[config.mk]
export PLATFORM = sky130hd
export DESIGN_NAME = pulse_rate_meter_classifier
export DESIGN_NICKNAME = d
export VERILOG_FILES = /design/src/hw/rtl/prm_pkg.sv /design/src/hw/rtl/prm_edge_track.sv /design/src/hw/rtl/prm_serial_div.sv /design/src/hw/rtl/pulse_rate_meter_classifier.sv
export SDC_FILE = /design/constraint.sdc
export NUM_CORES = 1
export LEC_CHECK = 0
export BUFFER_PORTS_ARGS = -buffer_cell sky130_fd_sc_hd__buf_2
export CORE_MARGIN = 4
export CORE_UTILIZATION = 52
export CTS_CLUSTER_SIZE = 40
export DETAILED_ROUTE_END_ITERATION = 8
export GPL_TIMING_DRIVEN = 0
export PLACE_DENSITY = 0.78
export SLEW_MARGIN = 20
export SYNTH_ARGS = -nofsm -noshare
export SYNTH_HDL_FRONTEND = slang
export SYNTH_SLANG_ARGS = --single-unit
export TNS_END_PERCENT = 20
[constraint.sdc]
create_clock -name clk -period 11.2 [get_ports clk]
set_input_delay 0.56 -clock clk [delete_from_list [all_inputs] [get_ports clk]]
set_output_delay 0.56 -clock clk [all_outputs]
set_load 0.005 [all_outputs]
[src/hw/rtl/prm_pkg.sv]
// Shared types, constants and the band classifier for the pulse rate meter.
// No dependencies; used by every module under hw/rtl.
`default_nettype none

package prm_pkg;

  // Batch and counter sizing
  localparam int BEATS_PER_BATCH = 10;
  localparam int TICK_COUNT_BITS = 24;

  // Field widths
  localparam int THR_W   = 8;
  localparam int BPM_W   = 16;
  localparam int BAND_W  = 3;
  localparam int NUM_THR = 7;

  // Derived widths
  localparam int EDGE_W    = $clog2(BEATS_PER_BATCH);
  localparam int DIV_CNT_W = $clog2(TICK_COUNT_BITS + 1);
  localparam int CFG_IDX_W = $clog2(NUM_THR);

  localparam int MS_PER_MINUTE = 60000;

  typedef logic [TICK_COUNT_BITS-1:0] ticks_t;
  typedef logic [THR_W-1:0]           thr_t;
  typedef thr_t [NUM_THR-1:0]         thr_bank_t;
  typedef logic [BPM_W-1:0]           bpm_t;
  typedef logic [BAND_W-1:0]          band_t;

  localparam ticks_t TICK_MAX = '1;

  // Threshold reset values, entry 0 in the low byte
  localparam thr_bank_t THR_RESET = {8'd82, 8'd74, 8'd70, 8'd66, 8'd62, 8'd56, 8'd50};

  // Event from the edge tracker: closing edge with the batch span
  typedef struct packed {
    logic   close;
    ticks_t ticks;
    logic   sat;
  } batch_evt_t;

  // Priority chain: band grows while the rate clears each threshold in order
  function automatic band_t classify(bpm_t rate, thr_bank_t thr);
    band_t band;
    logic  stop;
    band = '0;
    stop = 1'b0;
    for (int i = 0; i < NUM_THR; i++) begin
      if (!stop && (rate >= {{(BPM_W-THR_W){1'b0}}, thr[i]})) begin
        band = band + band_t'(1);
      end else begin
        stop = 1'b1;
      end
    end
    return band;
  endfunction

endpackage

`default_nettype wire

[src/hw/rtl/prm_edge_track.sv]
// Rising edge detector, per-batch edge count and saturating tick counter.
// Depends on prm_pkg.
`default_nettype none

module prm_edge_track (
  input  wire logic                clk,
  input  wire logic                rst,
  input  wire logic                step,
  input  wire logic                level,
  output prm_pkg::batch_evt_t      evt
);

  logic                       last_level, last_level_next;
  logic [prm_pkg::EDGE_W-1:0] edges_seen, edges_seen_next;
  prm_pkg::ticks_t            batch_ticks, batch_ticks_next;
  logic                       ticks_sat, ticks_sat_next;

  logic            rising;
  logic            active;
  logic            close;
  prm_pkg::ticks_t ticks_inc;
  logic            sat_inc;

  // Counter advance for this tick, then edge bookkeeping
  always_comb begin
    rising    = level && !last_level;
    active    = (edges_seen != '0);
    ticks_inc = batch_ticks;
    sat_inc   = ticks_sat;
    if (active) begin
      if (batch_ticks == prm_pkg::TICK_MAX) begin
        sat_inc = 1'b1;
      end else begin
        ticks_inc = batch_ticks + prm_pkg::ticks_t'(1);
      end
    end
    close = rising && active &&
            (edges_seen == prm_pkg::EDGE_W'(prm_pkg::BEATS_PER_BATCH - 1));

    last_level_next  = last_level;
    edges_seen_next  = edges_seen;
    batch_ticks_next = batch_ticks;
    ticks_sat_next   = ticks_sat;
    if (step) begin
      last_level_next  = level;
      batch_ticks_next = ticks_inc;
      ticks_sat_next   = sat_inc;
      if (rising) begin
        if (!active) begin
          batch_ticks_next = '0;
          ticks_sat_next   = 1'b0;
          edges_seen_next  = prm_pkg::EDGE_W'(1);
        end else if (close) begin
          // closing edge does not open the next batch
          batch_ticks_next = '0;
          ticks_sat_next   = 1'b0;
          edges_seen_next  = '0;
        end else begin
          edges_seen_next = edges_seen + prm_pkg::EDGE_W'(1);
        end
      end
    end
  end

  always_ff @(posedge clk) begin
    if (rst) begin
      last_level  <= 1'b0;
      edges_seen  <= '0;
      batch_ticks <= '0;
      ticks_sat   <= 1'b0;
    end else begin
      last_level  <= last_level_next;
      edges_seen  <= edges_seen_next;
      batch_ticks <= batch_ticks_next;
      ticks_sat   <= ticks_sat_next;
    end
  end

  assign evt.close = close;
  assign evt.ticks = ticks_inc;
  assign evt.sat   = sat_inc;

endmodule

`default_nettype wire

[src/hw/rtl/prm_serial_div.sv]
// Restoring divider: one quotient bit per cycle shifted into a register.
// Depends on prm_pkg. Division by zero yields all ones.
`default_nettype none

module prm_serial_div (
  input  wire logic            clk,
  input  wire logic            rst,
  input  wire logic            start,
  input  wire prm_pkg::ticks_t dividend,
  input  wire prm_pkg::ticks_t divisor,
  output logic                 busy,
  output logic                 done,
  output prm_pkg::ticks_t      quotient
);

  localparam int W = prm_pkg::TICK_COUNT_BITS;

  logic [prm_pkg::DIV_CNT_W-1:0] cnt;
  prm_pkg::ticks_t               rem;
  prm_pkg::ticks_t               quo;
  prm_pkg::ticks_t               dsr;

  logic [W:0]   partial;
  logic [W+1:0] diff;
  logic         qbit;

  // One trial subtraction per cycle
  always_comb begin
    partial = {rem, quo[W-1]};
    diff    = {1'b0, partial} - {2'b00, dsr};
    qbit    = !diff[W+1];
  end

  // Control
  always_ff @(posedge clk) begin
    if (rst) begin
      busy <= 1'b0;
      done <= 1'b0;
      cnt  <= '0;
    end else begin
      done <= 1'b0;
      if (busy) begin
        cnt <= cnt - prm_pkg::DIV_CNT_W'(1);
        if (cnt == prm_pkg::DIV_CNT_W'(1)) begin
          busy <= 1'b0;
          done <= 1'b1;
        end
      end else if (start) begin
        busy <= 1'b1;
        cnt  <= prm_pkg::DIV_CNT_W'(W);
      end
    end
  end

  // Datapath: dividend shifts out the top while quotient bits shift in
  always_ff @(posedge clk) begin
    if (busy) begin
      rem <= qbit ? diff[W-1:0] : partial[W-1:0];
      quo <= {quo[W-2:0], qbit};
    end else if (start) begin
      rem <= '0;
      quo <= dividend;
      dsr <= divisor;
    end
  end

  assign quotient = quo;

endmodule

`default_nettype wire

[src/hw/rtl/pulse_rate_meter_classifier.sv]
// Pulse rate meter: a closing-edge tick yields one result, computed by two passes of the shared
// bit-serial divider (sum / (beats-1), then 60000 / mean). Other ticks produce no result;
// input is stalled from a closing-edge transfer until its result is loaded into the output
// registers.
// Synchronous active-high reset clears batch state, thresholds to defaults, output empty.
// Depends on prm_pkg, prm_edge_track, prm_serial_div.
`default_nettype none

module pulse_rate_meter_classifier (
  input  wire logic                                clk,
  input  wire logic                                rst,
  // configuration
  input  wire logic                                cfg_valid,
  output logic                                     cfg_ready,
  input  wire logic [prm_pkg::CFG_IDX_W-1:0]       cfg_index,
  input  wire logic [prm_pkg::THR_W-1:0]           cfg_data,
  // tick input
  input  wire logic                                in_valid,
  output logic                                     in_ready,
  input  wire logic                                pulse_level,
  // results
  output logic                                     out_valid,
  input  wire logic                                out_ready,
  output logic [prm_pkg::BPM_W-1:0]                beats_per_minute,
  output logic [prm_pkg::BAND_W-1:0]               rate_band,
  output logic                                     span_saturated
);

  localparam logic [1:0] ST_IDLE     = 2'd0;
  localparam logic [1:0] ST_DIV_MEAN = 2'd1;
  localparam logic [1:0] ST_DIV_RATE = 2'd2;
  localparam logic [1:0] ST_OUT      = 2'd3;

  logic [1:0] state, state_next;

  prm_pkg::thr_bank_t  thr;
  prm_pkg::batch_evt_t evt;

  logic            in_xfer;
  logic            div_start;
  prm_pkg::ticks_t div_dividend;
  prm_pkg::ticks_t div_divisor;
  logic            div_busy;
  logic            div_done;
  prm_pkg::ticks_t div_quo;

  logic          sat_hold;
  logic          mean_zero;
  prm_pkg::bpm_t bpm;
  logic          out_free;

  assign cfg_ready = 1'b1;
  assign in_ready  = (state == ST_IDLE);
  assign in_xfer   = in_valid && in_ready;
  assign out_free  = !out_valid || out_ready;

  // Threshold registers; out-of-range indexes are dropped
  always_ff @(posedge clk) begin
    if (rst) begin
      thr <= prm_pkg::THR_RESET;
    end else if (cfg_valid && (cfg_index < prm_pkg::CFG_IDX_W'(prm_pkg::NUM_THR))) begin
      thr[cfg_index] <= cfg_data;
    end
  end

  prm_edge_track u_edge (
    .clk   (clk),
    .rst   (rst),
    .step  (in_xfer),
    .level (pulse_level),
    .evt   (evt)
  );

  // Divider operand select: first pass mean, second pass rate
  always_comb begin
    div_start    = 1'b0;
    div_dividend = evt.ticks;
    div_divisor  = prm_pkg::ticks_t'(prm_pkg::BEATS_PER_BATCH - 1);
    if (state == ST_DIV_MEAN) begin
      div_start    = div_done;
      div_dividend = prm_pkg::ticks_t'(prm_pkg::MS_PER_MINUTE);
      div_divisor  = div_quo;
    end else begin
      div_start = in_xfer && evt.close;
    end
  end

  prm_serial_div u_div (
    .clk      (clk),
    .rst      (rst),
    .start    (div_start),
    .dividend (div_dividend),
    .divisor  (div_divisor),
    .busy     (div_busy),
    .done     (div_done),
    .quotient (div_quo)
  );

  // Sequencer
  always_comb begin
    state_next = state;
    unique case (state)
      ST_IDLE:     if (in_xfer && evt.close) state_next = ST_DIV_MEAN;
      ST_DIV_MEAN: if (div_done) state_next = ST_DIV_RATE;
      ST_DIV_RATE: if (div_done) state_next = ST_OUT;
      ST_OUT:      if (out_free) state_next = ST_IDLE;
      default:     state_next = ST_IDLE;
    endcase
  end

  always_ff @(posedge clk) begin
    if (rst) begin
      state     <= ST_IDLE;
      out_valid <= 1'b0;
    end else begin
      state <= state_next;
      if (state == ST_OUT && out_free) begin
        out_valid <= 1'b1;
      end else if (out_ready) begin
        out_valid <= 1'b0;
      end
    end
  end

  // Batch payload holding registers
  always_ff @(posedge clk) begin
    if (in_xfer && evt.close) begin
      sat_hold <= evt.sat;
    end
    if (state == ST_DIV_MEAN && div_done) begin
      mean_zero <= (div_quo == '0);
    end
    if (state == ST_DIV_RATE && div_done) begin
      bpm <= mean_zero ? prm_pkg::BPM_W'(prm_pkg::MS_PER_MINUTE)
                       : div_quo[prm_pkg::BPM_W-1:0];
    end
    if (state == ST_OUT && out_free) begin
      beats_per_minute <= bpm;
      rate_band        <= prm_pkg::classify(bpm, thr);
      span_saturated   <= sat_hold;
    end
  end

  // Checks
  a_idle_div_quiet: assert property (@(posedge clk) disable iff (rst)
    (state == ST_IDLE) |-> !div_busy)
    else $error("divider busy while accepting ticks");

  a_done_in_div: assert property (@(posedge clk) disable iff (rst)
    div_done |-> ((state == ST_DIV_MEAN) || (state == ST_DIV_RATE)))
    else $error("divider finished outside a divide phase");

  a_bpm_range: assert property (@(posedge clk) disable iff (rst)
    ((state == ST_OUT) && out_free) |=> (beats_per_minute <= prm_pkg::BPM_W'(60000)))
    else $error("rate above 60000");

endmodule

`default_nettype wire
[Yosys cells after proc, flatten, opt, wreduce, memory -nomap -nowiden]
Cells that the tools add are included.
Word-level totals
  bits of input ports: 17
  output and inout port bits: 23
  bits in registers: 206
  logic and storage cells: 151
  ROM bits: 0
  memories: 0
  bits in latches: 0
  memory bits (writable): 0
Operators by class
  shifts and indexed selects: 0
  bitwise gates (word level): 1
  multipliers: 0
  reductions and logical operators: 35
  divide/modulo/power cells: 0
  add/subtract/negate cells: 10
  magnitude comparators: 10
  equal/unequal tests: 10
  multiplexer cells: 60
Operator list (count)
  $mux 24: 11
  $ge 16x8->1: 7
  $bwmux 56: 1
  $mux 3: 12
  $sub 25x24->26: 1
  $mux 1: 25
  $add 24x1->24 const B: 1
  $demux 8 s3: 1
  $eq 24x24->1 const B: 1
  $logic_not 24->1: 1
  $add 3x1->3 const B: 6
  $logic_and 1x1->1: 16
  $mux 5: 2
  $logic_not 1->1: 9
  $mux 2: 4
  $mux 4: 2
  $mux 8: 1
  $pmux 2 s4: 1
  $ne 2x1->1 const B: 3
  $eq 5x1->1 const B: 1
  $sub 5x1->5 const B: 1
  $add 4x1->4 const B: 1
  $eq 2x2->1 const B: 2
  $eq 4x4->1 const B: 1
  13 further kinds: 15

[Longest topological paths before layout]
  word-level depth: 27
  depth in mapped cells: 25
  depth with buffers taken out: 25

[Hierarchy]
From an unflattened synthesis, not the netlist that was laid out.
Second synthesis, totals
  cells, all modules: 1231
  area total of the unflattened synthesis: 12124.1 um^2
Modules (own cells, without submodules)
  pulse_rate_meter_classifier: instances 1, cells each 591, area each 5481.5 um^2, sequential area each 2322.2 um^2
  prm_serial_div: instances 1, cells each 390, area each 4509.3 um^2, sequential area each 2302.2 um^2
  prm_edge_track: instances 1, cells each 250, area each 2133.3 um^2, sequential area each 600.6 um^2

[Worst setup path before layout]
No wires, ideal clock.
  path kind: reg2reg
  start: register bpm[0]
  end: register rate_band[2] in the netlist's numbering, data pin
  clock period less this slack: 4.442 ns
  setup slack: 6.758 ns
  cell stages (with the launch flop): 26
  required time: 11.060 ns
  buffers on the path: 0
  library setup time: 0.140 ns
  data arrival time: 4.301 ns
  cell sequence: edfxtp_1 -> inv_1 -> ha_1 -> nand2b_1 -> a21o_1 -> a21oi_1 -> nor2_1 -> o22ai_1 -> nand2b_1 -> inv_1 -> ha_1 -> a21oi_1 -> nor2_1 -> ha_1 -> nand2_1 -> a31o_2 -> inv_1 -> ha_1 -> inv_1 -> mux2i_1 -> ha_1 -> inv_1 -> or3_1 -> a211oi_1 -> xor3_1 -> nor2b_1
Between the ends
  longest elaborated chain between the ends: 26
  elaborated cells between the ends (all ways): 50
  those cells by class: add/sub (6); order compare (7); mux (25); reduce/logical (12)
RTL lines
  from (decl): line pulse_rate_meter_classifier.sv:49  | prm_pkg::bpm_t bpm;
  from (signal assigned): line pulse_rate_meter_classifier.sv:134  | bpm <= mean_zero ? prm_pkg::BPM_W'(prm_pkg::MS_PER_MINUTE)
  branches (longest 25 deep; another with $ge 16x8->1)
  $mux 3 (*): line prm_pkg.sv:49  | if (!stop && (rate >= {{(BPM_W-THR_W){1'b0}}, thr[i]})) begin
  to (signal assigned): line pulse_rate_meter_classifier.sv:139  | rate_band <= prm_pkg::classify(bpm, thr);
  to (decl): line pulse_rate_meter_classifier.sv:25  | output logic [prm_pkg::BAND_W-1:0] rate_band,
Every way passes the cells marked *. The select of a mux whose other input is x is not followed.
A chain may end at the register's enable or synchronous reset.

[Worst setup path after layout]
Ends and elaborated chain as after synthesis.

==> run summary <==
The run finished with clean final reports. The number of cells traversed by the worst register-to-register path is 25. Once the clock tree was built, the setup fixing pass inserted 0 buffers.

The final routed wire length divided by cell count came out at 16.7 µm. The internal reg-to-reg setup slack is 5.97 ns. The async set or reset register ratio after synthesis is 0. The net count after synthesis came out at 1339. The first-pass iteration count of the detailed router is 7. The final antenna diode count came out at 0. In the global route stage, overall resource usage came out at 0.216. The synthesized cell area is 11500 µm². For this run the aggregate overflow at the end of global routing stands at 0. The clock slew at the register clock pins of the worst setup and hold paths came out at 0.06 ns. Of the post-synthesis cell area, the dominant cell type holds 0.288. The worst-case IR drop observed on VDD is 103 µV. The normalized max-slew margin is 0.431. The CTS tree is yes.

The number of sinks driven by the clock tree came out at 206. The critical path is of the flop to flop type. The top-level I/O count is 40. The detail route stage leaves a number of antenna-violating nets equal to 0. By area the synthesized netlist is led by sky130_fd_sc_hd__edfxtp_1 (29%), sky130_fd_sc_hd__dfxtp_1 (17%), sky130_fd_sc_hd__ha_1 (10%), sky130_fd_sc_hd__nand2_1 (5.3%), sky130_fd_sc_hd__a21oi_1 (4.0%). The count of cells resized by post-cts repair is 0. The share of post-route cells with drive strength above 1 came out at 0.0826. The floorplan core area is 21800 µm².

In this run, CTS created clock tree buffers numbering 23. The most used flip-flop cell after synthesis is sky130_fd_sc_hd__edfxtp_1. By instance count, the leading cell after synthesis is sky130_fd_sc_hd__nand2_1. The final setup violation count is 0. The tightest min-delay check is of the input pin to flop type. The final hold violation count came out at 0. By count the netlist is led by sky130_fd_sc_hd__nand2_1 (161), sky130_fd_sc_hd__edfxtp_1 (110), sky130_fd_sc_hd__nor2_1 (100). For hold timing, the worst endpoint is u_edge.last_level. The signed area change from the synthesized netlist to the final layout came out at 10.9%.

The actual transition at the worst max-transition pin is 0.849 ns. In this run the critical register-to-register path is launched from bpm[0]. The residual DRC count is 0.

Timing would allow up to 191 MHz. The final setup skew is 0.0246 ns. The wire length reported by the detailed router came out at 26.5 mm. The hold path startpoint is pulse_level. In this run the critical register-to-register path is captured at rate_band[2]. At the end of routability-driven placement, the weighted congestion stood at 0.892. The total non-filler cell area in the finished layout is 12700 µm². The initial core utilization is 0.526. The maximum number of pins on one net before global-route repair came out at 30. The combinational group share of total power came out at 0.039. Row generation in the floorplan step produced 54 rows. Setup repair after global routing left no endpoint under its margin. The die boundary width came out at 156 µm. The switching part of the total came out at 0.219. Of the total power, the clock network draws 0.449. The biggest area contributor in the post-synthesis netlist is sky130_fd_sc_hd__edfxtp_1. The number of filler cells placed in the layout is 1875. The overall via count from detail_route is 9084. STA classifies the critical path endpoint as a flop. The number of violations reported at the end of detailed-routing iteration 0 came out at 677. The die covers 24500 µm².

The first-pass GRT wire length is 43.4 mm. The cell count after synthesis came out at 1227. Dividing the detail-routed via count by the number of cells gives 5.72.

The total placed instance area is 12000 µm². The final cycle utilization of the critical path came out at 0.467. CTS built an H-tree with a depth of 1. The number of enable flip-flop cells after synthesis came out at 110. Along the worst hold path, the cell count comes to 3.

The maximum buffer depth of the clock tree is 3. The root buffer selected by CTS is sky130_fd_sc_hd__clkbuf_16. The number of nets at the end of the flow is 1403.

The initial antenna violation count came to 0. The worst setup path startpoint is bpm[0]. The total half-perimeter wirelength after legalization and detailed placement is 18.9 mm. The number of input and output port buffers inserted came out at 38. STA classifies the critical path startpoint as a flop.

The post-synthesis average cell area came out at 9.33 µm². The shortest clock period the worst path allows after layout came out at 5.23 ns. The via count of the first global-routing pass came out at 8651. The die outline height is 156 µm. The portion of total power attributed to sequential cells is 0.512. The maximum fanout along the worst path came out at 7.

The post-synthesis sequential element count is 206. The final setup TNS came out at 0 ns. The latest clock arrival within the worst-skew pair is 0.52 ns. For this design the static power due to leakage is 0.00520 µW. The share of synthesized area occupied by flip-flops and latches is 0.456.

Counting distinct cell types in the post-synthesis netlist gives 75. The max-cap violation count is 0. The switching power came out at 341 µW. The internal power came out at 1220 µW. The data arrival at the endpoint of the critical path came out at 5.61 ns. In this run the power density over the cells is 122 nW/µm². The total count of max-transition violations in the final report came to 0.

The Yosys step of the flow raised 0 warnings. The cts-stage hold buffer count is 0. The required time of the critical path came out at 11.58 ns.
## cell families (layout without fill, tap and decap cells)
family,count (synthesis),in the layout,synth area share
and+or+nand+nor,451,451,0.191
AOI/OAI and AO/OA,281,281,0.155
DFF,206,206,0.456
buffers and inverters,138,219,0.0477
adders and majority gates,95,95,0.104
xor gates and xnor gates,39,39,0.0311
muxes,16,16,0.0140
other,1,1,0.000327
## layout by cell type, fill, tap and decap left out, types with 5 or more instances in the layout
cell                        synthesis  layout
sky130_fd_sc_hd__inv_1             96      95
sky130_fd_sc_hd__buf_2              5      43
sky130_fd_sc_hd__nand4_1            9       9
sky130_fd_sc_hd__nand3b_1          11      11
sky130_fd_sc_hd__o21ai_0           66      66
sky130_fd_sc_hd__a21oi_1           91      91
sky130_fd_sc_hd__mux2i_1           16      16
sky130_fd_sc_hd__nor2_1           100     100
sky130_fd_sc_hd__nand2_1          161     161
sky130_fd_sc_hd__xor2_1            16      16
sky130_fd_sc_hd__and2_1            29      28
sky130_fd_sc_hd__dfxtp_1           96      96
sky130_fd_sc_hd__a22oi_1            5       5
sky130_fd_sc_hd__ha_1              94      94
sky130_fd_sc_hd__or2_2             10      10
sky130_fd_sc_hd__nand2b_1          19      19
sky130_fd_sc_hd__clkbuf_16          0      23
sky130_fd_sc_hd__o21a_1             6       6
sky130_fd_sc_hd__clkinv_1           1       6
sky130_fd_sc_hd__and3_1            12      12
sky130_fd_sc_hd__nor3_1            15      15
sky130_fd_sc_hd__nor4_1            14      14
sky130_fd_sc_hd__a211o_1           15      15
sky130_fd_sc_hd__clkbuf_1          28      36
sky130_fd_sc_hd__a21o_1            21      21
sky130_fd_sc_hd__nor2b_1           22      21
sky130_fd_sc_hd__o21ai_1            9       9
sky130_fd_sc_hd__nand3_1           21      21
sky130_fd_sc_hd__xnor2_1           22      22
sky130_fd_sc_hd__edfxtp_1         110     110
sky130_fd_sc_hd__a211oi_1          16      16
sky130_fd_sc_hd__o31ai_1           12      12
sky130_fd_sc_hd__or3_1             10      10
## through the flow
stage / setup slack (ns) / utilization / power [µW] / hold slack, ns / std cells
finish: 5.97 / 0.584 / 1560 / 0.313 / 1588
floorplan: 6.76 / - / 851 / 0.400 / 1227
global placement: 6.11 / 0.551 / 871 / 0.405 / 1545
detailed placement: 6.02 / 0.553 / 873 / 0.416 / 1546
CTS: 6.02 / 0.584 / 1570 / 0.305 / 1588
global route: 5.60 / 0.584 / 1600 / 0.316 / 1588
## registers in the layout, indices dropped and copies added, names as in the netlist, 2 cells and up
register,count
thr,56
u_div.dsr,24
u_div.quotient,24
u_div.rem,24
u_edge.batch_ticks,24
beats_per_minute,16
bpm,16
u_div.cnt,5
u_edge.edges_seen,4
rate_band,3
state,2
## worst max-delay path, stage by stage (launching register included)
cell and delay (ns):
sky130_fd_sc_hd__edfxtp_1 0.43, sky130_fd_sc_hd__inv_1 0.27, sky130_fd_sc_hd__ha_1 0.29, sky130_fd_sc_hd__nand2b_1 0.14
sky130_fd_sc_hd__a21o_1 0.17, sky130_fd_sc_hd__a21oi_1 0.32, sky130_fd_sc_hd__nor2_1 0.10, sky130_fd_sc_hd__o22ai_1 0.27
sky130_fd_sc_hd__nand2b_1 0.20, sky130_fd_sc_hd__inv_1 0.05, sky130_fd_sc_hd__ha_1 0.30, sky130_fd_sc_hd__a21oi_1 0.13
sky130_fd_sc_hd__nor2_1 0.06, sky130_fd_sc_hd__ha_1 0.28, sky130_fd_sc_hd__nand2_1 0.07, sky130_fd_sc_hd__a31o_2 0.18
sky130_fd_sc_hd__inv_1 0.05, sky130_fd_sc_hd__ha_1 0.29, sky130_fd_sc_hd__inv_1 0.05, sky130_fd_sc_hd__mux2i_1 0.14
sky130_fd_sc_hd__ha_1 0.16, sky130_fd_sc_hd__inv_1 0.04, sky130_fd_sc_hd__or3_1 0.34, sky130_fd_sc_hd__a211oi_1 0.32
sky130_fd_sc_hd__xor3_1 0.37, sky130_fd_sc_hd__nor2b_1 0.11
## per-layer routing
metal,share of wire,vias up,track usage
li1,-,4455,-
met5,0,-,0
met1,0.46,4298,0.305
met3,0.061,55,0.0337
met2,0.46,276,0.346
met4,0.023,0,0.0624
## worst max path at each step
stage / to / slack (ns) / depth (start not counted)
6_report: rate_band[2] / 5.97 / 25
5_1_grt: rate_band[2] / 5.60 / 25
4_1_cts: rate_band[2] / 6.02 / 25
3_5_place_dp: rate_band[2] / 6.02 / 25
3_3_place_gp: rate_band[2] / 6.11 / 25
2_1_floorplan: rate_band[2] / 6.76 / 25
## cell type report
class,instances,area (µm²),share of cell area
clock buffers,31,606,0.0477
inverters,97,364,0.0287
clock inverters,11,77.6,0.00611
repair buffers,39,210,0.0165
multi-input cells,883,5690,0.448
plain buffers,41,183,0.0144
well taps,280,350,0.0276
flip-flops and latches,206,5230,0.411
## power by group through the flow
stage	combinational, µW	sequential (µW)	clock (µW)
floorplan	39.0	812	0
global placement	58.1	813	0
detailed placement	59.9	813	0
CTS	60.4	797	709
global route	68.4	797	738
finish	60.8	797	699
Note: power is estimated with default switching activity, not from simulation.
